File: src/rtl/assert_macros.svh
// Assertion macros shared by the RTL.
// No dependencies; the bodies are empty when SYNTHESIS is defined.
`ifndef ASSERT_MACROS_SVH
`define ASSERT_MACROS_SVH

`ifndef SYNTHESIS

// Same-cycle implication, checked on every rising clock edge outside reset
`define ASSERT_IMPLY(lbl, clk, rstn, ante, cons, msg) \
    lbl: assert property (@(posedge clk) disable iff (!rstn) (ante) |-> (cons)) \
        else $error(msg);

// Next-cycle implication
`define ASSERT_NEXT(lbl, clk, rstn, ante, cons, msg) \
    lbl: assert property (@(posedge clk) disable iff (!rstn) (ante) |=> (cons)) \
        else $error(msg);

`else

`define ASSERT_IMPLY(lbl, clk, rstn, ante, cons, msg)
`define ASSERT_NEXT(lbl, clk, rstn, ante, cons, msg)

`endif

`endif

File: src/rtl/egd_pkg.sv
// Package for the ElGamal decryption block: widths, register indexes, states.
// No dependencies.
`timescale 1ns / 1ps

package egd_pkg;

    localparam int DATA_W              = 32;  // payload and APB data width
    localparam int VALUE_WIDTH_DEFAULT = 32;  // arithmetic width
    localparam int APB_ADDR_W          = 3;   // two registers at byte offsets 0 and 4

    // Register index, taken from paddr[2]
    typedef enum logic {
        REG_MODULUS      = 1'b0,
        REG_PRIV_EXP     = 1'b1
    } reg_idx_t;

    // Sequencer states, one-hot
    typedef enum logic [6:0] {
        ST_IDLE  = 7'b000_0001,
        ST_RED_R = 7'b000_0010,
        ST_SQ    = 7'b000_0100,
        ST_MUL   = 7'b000_1000,
        ST_RED_M = 7'b001_0000,
        ST_FINAL = 7'b010_0000,
        ST_OUT   = 7'b100_0000
    } egd_state_t;

endpackage

File: src/rtl/egd_modmul.sv
// Bit-serial interleaved modular multiplier: result = (x * y) mod p.
// Needs x < p; y is any value. One bit of y per cycle. Uses egd_pkg.
`timescale 1ns / 1ps

module egd_modmul #(
    parameter int VALUE_WIDTH = egd_pkg::VALUE_WIDTH_DEFAULT
) (
    input  logic                   aclk,
    input  logic                   aresetn,
    input  logic                   start,
    input  logic [VALUE_WIDTH-1:0] x,
    input  logic [VALUE_WIDTH-1:0] y,
    input  logic [VALUE_WIDTH-1:0] p,
    output logic                   busy,
    output logic                   done,
    output logic [VALUE_WIDTH-1:0] result
);
    import egd_pkg::*;

    localparam int W  = VALUE_WIDTH;
    localparam int CW = $clog2(W);

    logic          busy_reg;
    logic          done_reg;
    logic [CW-1:0] cnt_reg;
    logic [W-1:0]  acc_reg;
    logic [W-1:0]  x_reg;
    logic [W-1:0]  y_reg;

    logic [W+1:0]  sum;
    logic [W+1:0]  p1;
    logic [W+1:0]  p2;
    logic [W-1:0]  acc_next;

    // acc < p, x < p, so 2*acc + x < 3p: at most one subtraction of p or 2p
    always_comb begin
        p1  = {2'b00, p};
        p2  = {1'b0, p, 1'b0};
        sum = {1'b0, acc_reg, 1'b0} + (y_reg[W-1] ? {2'b00, x_reg} : '0);
        if (sum >= p2) begin
            acc_next = W'(sum - p2);
        end else if (sum >= p1) begin
            acc_next = W'(sum - p1);
        end else begin
            acc_next = W'(sum);
        end
    end

    always_ff @(posedge aclk) begin
        if (!aresetn) begin
            busy_reg <= 1'b0;
            done_reg <= 1'b0;
        end else if (start) begin
            busy_reg <= 1'b1;
            done_reg <= 1'b0;
        end else if (busy_reg) begin
            if (cnt_reg == '0) begin
                busy_reg <= 1'b0;
                done_reg <= 1'b1;
            end
        end else begin
            done_reg <= 1'b0;
        end
    end

    always_ff @(posedge aclk) begin
        if (start) begin
            cnt_reg <= CW'(W - 1);
            acc_reg <= '0;
            x_reg   <= x;
            y_reg   <= y;
        end else if (busy_reg) begin
            cnt_reg <= cnt_reg - CW'(1);
            acc_reg <= acc_next;
            y_reg   <= y_reg << 1;
        end
    end

    assign busy   = busy_reg;
    assign done   = done_reg;
    assign result = acc_reg;

endmodule

File: src/rtl/elgamal_decrypt_mod_p.sv
// Throughput: one item at a time; the single bit-serial modular multiplier sets the pace.
// Reset (aresetn, synchronous, active low): modulus = 3, private exponent = 0, idle.
// Uses egd_pkg, egd_modmul and assert_macros.svh.
`timescale 1ns / 1ps
`include "assert_macros.svh"

module elgamal_decrypt_mod_p #(
    parameter int VALUE_WIDTH = egd_pkg::VALUE_WIDTH_DEFAULT
) (
    input  logic                            aclk,
    input  logic                            aresetn,
    // APB-style configuration port
    input  logic                            psel,
    input  logic                            penable,
    input  logic                            pwrite,
    input  logic [egd_pkg::APB_ADDR_W-1:0]  paddr,
    input  logic [egd_pkg::DATA_W-1:0]      pwdata,
    output logic [egd_pkg::DATA_W-1:0]      prdata,
    output logic                            pready,
    // Ciphertext items in
    input  logic                            s_valid,
    output logic                            s_ready,
    input  logic [egd_pkg::DATA_W-1:0]      s_ephemeral_value,
    input  logic [egd_pkg::DATA_W-1:0]      s_masked_value,
    // Plaintext items out
    output logic                            m_valid,
    input  logic                            m_ready,
    output logic [egd_pkg::DATA_W-1:0]      m_plain_value
);
    import egd_pkg::*;

    localparam int W  = VALUE_WIDTH;
    localparam int CW = $clog2(W);

    // ---------------------------------------------------------------
    // Configuration registers; values kept to their low W bits
    // ---------------------------------------------------------------
    logic [DATA_W-1:0] modulus_reg;
    logic [DATA_W-1:0] exponent_reg;
    reg_idx_t          reg_idx;

    assign reg_idx = reg_idx_t'(paddr[2]);
    assign pready  = 1'b1;

    always_ff @(posedge aclk) begin
        if (!aresetn) begin
            modulus_reg  <= DATA_W'(3);
            exponent_reg <= '0;
        end else if (psel && penable && pwrite) begin
            unique case (reg_idx)
                REG_MODULUS:  modulus_reg  <= DATA_W'(pwdata[W-1:0]);
                REG_PRIV_EXP: exponent_reg <= DATA_W'(pwdata[W-1:0]);
                default: ;
            endcase
        end
    end

    always_comb begin
        unique case (reg_idx)
            REG_MODULUS:  prdata = modulus_reg;
            REG_PRIV_EXP: prdata = exponent_reg;
            default:      prdata = '0;
        endcase
    end

    // ---------------------------------------------------------------
    // Sequencer
    //   RED_R : r mod p          (as 1 * r on the multiplier)
    //   SQ/MUL: square-and-multiply, first k = r^a, then inv = k^(p-2)
    //   RED_M : m mod p
    //   FINAL : (m mod p) * inv
    // Each multiplier call is started in the cycle in which the
    // previous call signals done, so no wait state lies between calls.
    // ---------------------------------------------------------------
    egd_state_t    state_reg, state_next;
    logic [W-1:0]  acc_reg,  acc_next;    // exponentiation accumulator
    logic [W-1:0]  base_reg, base_next;   // exponentiation base, later m mod p
    logic [W-1:0]  exp_reg,  exp_next;    // exponent, msb first
    logic [CW-1:0] cnt_reg,  cnt_next;    // exponent bit count
    logic          pass_reg, pass_next;   // 0: shared key, 1: inverse
    logic [W-1:0]  mval_reg, mval_next;   // masked value as received
    logic [W-1:0]  out_reg,  out_next;    // result holding register

    logic [W-1:0]  p;
    logic [W-1:0]  one_val;               // 1 mod p
    logic          advance;

    logic          mul_start;
    logic [W-1:0]  mul_x;
    logic [W-1:0]  mul_y;
    logic          mul_busy;
    logic          mul_done;
    logic [W-1:0]  mul_res;

    assign p       = modulus_reg[W-1:0];
    assign one_val = (p == W'(1)) ? '0 : W'(1);

    always_comb begin
        state_next = state_reg;
        acc_next   = acc_reg;
        base_next  = base_reg;
        exp_next   = exp_reg;
        cnt_next   = cnt_reg;
        pass_next  = pass_reg;
        mval_next  = mval_reg;
        out_next   = out_reg;
        mul_start  = 1'b0;
        mul_x      = one_val;
        mul_y      = one_val;
        advance    = 1'b0;

        unique case (state_reg)
            ST_IDLE: begin
                if (s_valid) begin
                    mval_next = s_masked_value[W-1:0];
                    if (p == '0) begin
                        // no field: result is zero
                        out_next   = '0;
                        state_next = ST_OUT;
                    end else begin
                        mul_start  = 1'b1;
                        mul_x      = one_val;
                        mul_y      = s_ephemeral_value[W-1:0];
                        state_next = ST_RED_R;
                    end
                end
            end
            ST_RED_R: begin
                if (mul_done) begin
                    base_next  = mul_res;
                    acc_next   = one_val;
                    exp_next   = exponent_reg[W-1:0];
                    cnt_next   = CW'(W - 1);
                    pass_next  = 1'b0;
                    mul_start  = 1'b1;
                    mul_x      = one_val;
                    mul_y      = one_val;
                    state_next = ST_SQ;
                end
            end
            ST_SQ: begin
                if (mul_done) begin
                    acc_next = mul_res;
                    if (exp_reg[W-1]) begin
                        mul_start  = 1'b1;
                        mul_x      = mul_res;
                        mul_y      = base_reg;
                        state_next = ST_MUL;
                    end else begin
                        advance = 1'b1;
                    end
                end
            end
            ST_MUL: begin
                if (mul_done) begin
                    acc_next = mul_res;
                    advance  = 1'b1;
                end
            end
            ST_RED_M: begin
                if (mul_done) begin
                    base_next  = mul_res;
                    mul_start  = 1'b1;
                    mul_x      = mul_res;
                    mul_y      = acc_reg;
                    state_next = ST_FINAL;
                end
            end
            ST_FINAL: begin
                if (mul_done) begin
                    out_next   = mul_res;
                    state_next = ST_OUT;
                end
            end
            ST_OUT: begin
                if (m_ready) begin
                    state_next = ST_IDLE;
                end
            end
            default: begin
                state_next = ST_IDLE;
            end
        endcase

        // end of one exponent bit
        if (advance) begin
            if (cnt_reg == '0) begin
                if (!pass_reg) begin
                    // key done: start the Fermat inverse k^(p-2)
                    base_next  = mul_res;
                    acc_next   = one_val;
                    exp_next   = p - W'(2);
                    cnt_next   = CW'(W - 1);
                    pass_next  = 1'b1;
                    mul_start  = 1'b1;
                    mul_x      = one_val;
                    mul_y      = one_val;
                    state_next = ST_SQ;
                end else begin
                    acc_next   = mul_res;
                    mul_start  = 1'b1;
                    mul_x      = one_val;
                    mul_y      = mval_reg;
                    state_next = ST_RED_M;
                end
            end else begin
                cnt_next   = cnt_reg - CW'(1);
                exp_next   = exp_reg << 1;
                mul_start  = 1'b1;
                mul_x      = mul_res;
                mul_y      = mul_res;
                state_next = ST_SQ;
            end
        end
    end

    always_ff @(posedge aclk) begin
        if (!aresetn) begin
            state_reg <= ST_IDLE;
        end else begin
            state_reg <= state_next;
        end
    end

    always_ff @(posedge aclk) begin
        acc_reg  <= acc_next;
        base_reg <= base_next;
        exp_reg  <= exp_next;
        cnt_reg  <= cnt_next;
        pass_reg <= pass_next;
        mval_reg <= mval_next;
        out_reg  <= out_next;
    end

    egd_modmul #(
        .VALUE_WIDTH (VALUE_WIDTH)
    ) u_modmul (
        .aclk    (aclk),
        .aresetn (aresetn),
        .start   (mul_start),
        .x       (mul_x),
        .y       (mul_y),
        .p       (p),
        .busy    (mul_busy),
        .done    (mul_done),
        .result  (mul_res)
    );

    assign s_ready       = (state_reg == ST_IDLE);
    assign m_valid       = (state_reg == ST_OUT);
    assign m_plain_value = DATA_W'(out_reg);

    // ---------------------------------------------------------------
    // Checks
    // ---------------------------------------------------------------
    `ASSERT_IMPLY(a_in_out_excl, aclk, aresetn, m_valid, !s_ready, "ready while result held")
    `ASSERT_NEXT(a_accept_busy, aclk, aresetn, s_valid && s_ready, !s_ready, "ready after accept")
    `ASSERT_NEXT(a_out_release, aclk, aresetn, m_valid && m_ready, s_ready, "not idle after output")
    `ASSERT_IMPLY(a_mul_launch, aclk, aresetn, mul_start, !mul_busy, "multiplier relaunched while busy")

endmodule

File: config.mk
export PLATFORM = sky130hd
export DESIGN_NAME = elgamal_decrypt_mod_p
export DESIGN_NICKNAME = d
export VERILOG_FILES = /design/src/rtl/egd_pkg.sv /design/src/rtl/egd_modmul.sv /design/src/rtl/elgamal_decrypt_mod_p.sv
export VERILOG_INCLUDE_DIRS = /design/src /design/src/rtl
export SDC_FILE = /design/constraint.sdc
export NUM_CORES = 1
export LEC_CHECK = 0
export BUFFER_PORTS_ARGS = -buffer_cell sky130_fd_sc_hd__buf_2
export CAP_MARGIN = 20
export CORE_ASPECT_RATIO = 1.25
export CORE_MARGIN = 1
export CORE_UTILIZATION = 53
export CTS_CLUSTER_SIZE = 12
export DETAILED_ROUTE_END_ITERATION = 10
export PLACE_DENSITY_LB_ADDON = 0.05
export SYNTH_ARGS = -nofsm -noshare
export SYNTH_HDL_FRONTEND = slang
export SYNTH_SLANG_ARGS = --single-unit
export TNS_END_PERCENT = 5
File: constraint.sdc
create_clock -name aclk -period 6.3 [get_ports aclk]
set_input_delay 0.315 -clock aclk [delete_from_list [all_inputs] [get_ports aclk]]
set_output_delay 0.315 -clock aclk [all_outputs]
set_load 0.03 [all_outputs]
==> impl_metrics.toml <==
[status]
status = "complete, no violations"

[grt]
met2_usage_pct = 51.07
grtUsageMet1_pct = 39.20
grt_overflow = 0
antenna_found_initial = 0
grt_pass1_wl_um = 89110
grt_start_max_net_pins = 67
first_global_vias = 16630
busiest_layer = "met2"
track_usage_pct = 29.54
grt_use_met3_pct = 2.848

[routing]
routed-via-count = 17090
ant_nets = 0
wirelength_um = 56730
drc = 0
drt-wirelength-per-cell_um = 19.75
viasPerCell = 5.950
drt-pass1-iter-count = 7
drt_iter0_markers = 1254

[synthesis]
ys_async_sr_fraction_pct = 0
ys_ff_latch = 340
synthTopCellsByCount = "nand2_1 (353), dfxtp_1 (212), a21oi_1 (194)"
synth_area_leaders = "dfxtp_1 (22%), edfxtp_1 (20%), nand2_1 (6.8%)"
syn-cell-area_sq_um = 19590
syn_nets = 2378
syn-instance-count = 2171
synth_top_area_share_pct = 21.66
ys_seq_area_share_pct = 41.28
synth_area_per_cell_sq_um = 9.025
synth_cell_types = 85
yosys_warnings = 0
yosysTopAreaCell = "dfxtp_1"
synth_flop_cell = "dfxtp_1"
synth_edf_count = 128
synth_most_common_cell = "nand2_1"

[sta]
hold_violations = 0
grt_setup_unrepaired = "false"
slew_violations = 0
setup_slack_ns = 0.3905
worst-slew-pin-transition_ns = 1.066
layout_min_cycle_time_ns = 5.909
skew_ns = 0.03139
max_slew_margin_pct = 28.68
max_freq_ghz = 0.1692
tns_ns = 0
setup_viol = 0
period_share_pct = 93.80

[final_layout]
final_nets = 2571
post-route-util_pct = 62.33
antennaDiodeCount = 0
fin_cells = 2872
area_delta_synth_final_pct = 15.80
drive_gt1_share_pct = 14.97

[placed_design]
placed_cells = 2762
portBuffers = 169
globalplace.congestion = 0.9290
dp_slack_ns = 0.3559
dp_hpwl_um = 41640

[clock_network]
clk_pin_slew_ns = 0.06
root_buffer = "clkbuf_16"
cts.sinks = 340
cts_setup_buffers = 0
cts_tree = "done"
cts_buffers = 37
htree_num_levels = 2
cts.path.max_buffers = 3
insertion_delay_ns = 0.57

[setup_path]
slowest_delay_ns = 0.90
cp.arrival_ns = 6.28
crit_fanout = 12
critical_path.top_delay_family = "simple AND/OR/NAND/NOR gates"
crit_type = "register to register"
path_cells = "and2_1 > ha_1 > inv_1 > fa_1 > nand2b_1 > a21o_1 > a31o_2 > o31a_1 > nor4_1 > a2111oi_0 > xnor2_1 > ha_1 > a21o_1 > a211o_1 > nor2_1 > o21a_1 > o31ai_1 > nand4bb_1 > nor2_1 > a211oi_1"
cp_num_buf_inv = 1
reg2regPathDepth = 20
worstReg2RegStart = "u_modmul.y_reg[31]"
critPathLaunchType = "register"
cp_data_required_time_ns = 6.67
cp-end-kind = "register"
crit_slowest_cell = "nor2_1"
r2r_end = "u_modmul.result[13]"
startpoint = "u_modmul.y_reg[31]"
ff2ff_setup_slack_ns = 0.39

[pwr]
powerDensity_nw_per_um2 = 603.8
leakagePower_nw = 9.147
ir_drop_mv = 0.3459
finalPower_mw = 13.70

[min_path]
hold-path-endpoint = "exponent_reg[12]"
hold_path_class = "input pin to register"
holdCritStartpoint = "pwdata[12]"
min_path_cells = 3

[die]
die_h_um = 217.0
die_w_um = 174.0
core_sq_um = 36400
initial_utilization_pct = 53.82
io_pins = 173
row_count = 78
dieArea_sq_um = 37740

[run]
max_cap_viol_count = 0
cells in the final DEF (no fill, tap or decap), types with 27 or more instances in the layout:
cell type      netlist  routed
dlygate4sd3_1        0      43
a21oi_1            194     193
xor2_1              29      29
mux2_2              44      44
inv_1               72      72
and2_1             103     103
edfxtp_1           128     128
nor3_1              28      27
mux2i_1             46      46
nand3_1             27      27
o221ai_1            30      30
xnor2_1             84      84
nor2_1             105      98
buf_4                5      55
buf_2                8     169
a21o_1              34      34
a222oi_1            31      31
clkbuf_16            0      38
dfxtp_1            212     212
nand2_1            353     352
o21ai_0            108     108
a22o_1              32      32
ha_1                98      98
where the power goes:
| group | internal (mW) | switching, mW | total, mW |
|---|---|---|---|
| sequential | 2.87 | 0.244 | 3.11 |
| combinational | 3.28 | 5.11 | 8.39 |
| clock | 1.28 | 0.916 | 2.20 |
| total | 7.43 | 6.27 | 13.7 |
timing repair:
| item | CTS | global route |
|---|---|---|
| gates resized for setup | 0 | 2 |
| endpoints found under the hold margin | 49 | 0 |
| setup endpoints to repair | 0 | 15 |
| hold buffers | 43 | 0 |
routing by layer:
metal  part of all wire (%)  vias to the layer above
met2                     49                      516
met3                    4.7                       92
li1                       -                     8342
met4                    2.5                        0
met5                      0                        -
met1                     44                     8139
kinds of logic (layout without fill, tap and decap cells):
group,after synthesis,in the layout,share of synthesized area [%]
multiplexers,90,90,4.879
adder cells (fa/ha/maj),101,101,6.565
other,1,1,0.01914
XOR/XNOR,113,113,5.051
flip-flops,340,340,41.28
AND/OR/NAND/NOR,723,723,17.31
buffers and inverters,187,408,3.768
AO/OA/AOI/OAI,616,616,21.13
worst reg2reg max path: cells and delay by family, from the launching register on:
family          cells  cell delay, ns
simple gates        6            2.02
xor+xnor            1            0.39
fa+ha+maj           3            1.00
flops               1            0.36
compound gates      9            1.90
buf+inv             1            0.06
final cells by class:
class,instances,area [sq um]
clock inverters,6,102.6
repair buffers,267,1689
well taps,480,600.6
multi-input cells,1644,10830
inverters,74,277.8
fillers,3175,13710
flip-flops and latches,340,8088
clock buffers,61,1097
worst max path at each step:
stage | to | depth (start not counted)
final | u_modmul.result[13] | 20
after global routing | u_modmul.result[25] | 22
after CTS | u_modmul.result[13] | 22
after detailed placement | u_modmul.result[29] | 22
after global placement | u_modmul.result[0] | 20
after floorplan | u_modmul.result[12] | 23
metrics by stage:
stage / cell area [sq um] / hold slack [ns]
floorplan: 19590 / 0.3868
global placement: 21050 / 0.4377
detailed placement: 21050 / 0.4485
CTS: 22680 / 0.0001605
global route: 22690 / 0.01179
finish: 22690 / 0.01253
No activity file was read; power rests on OpenSTA's default activity.
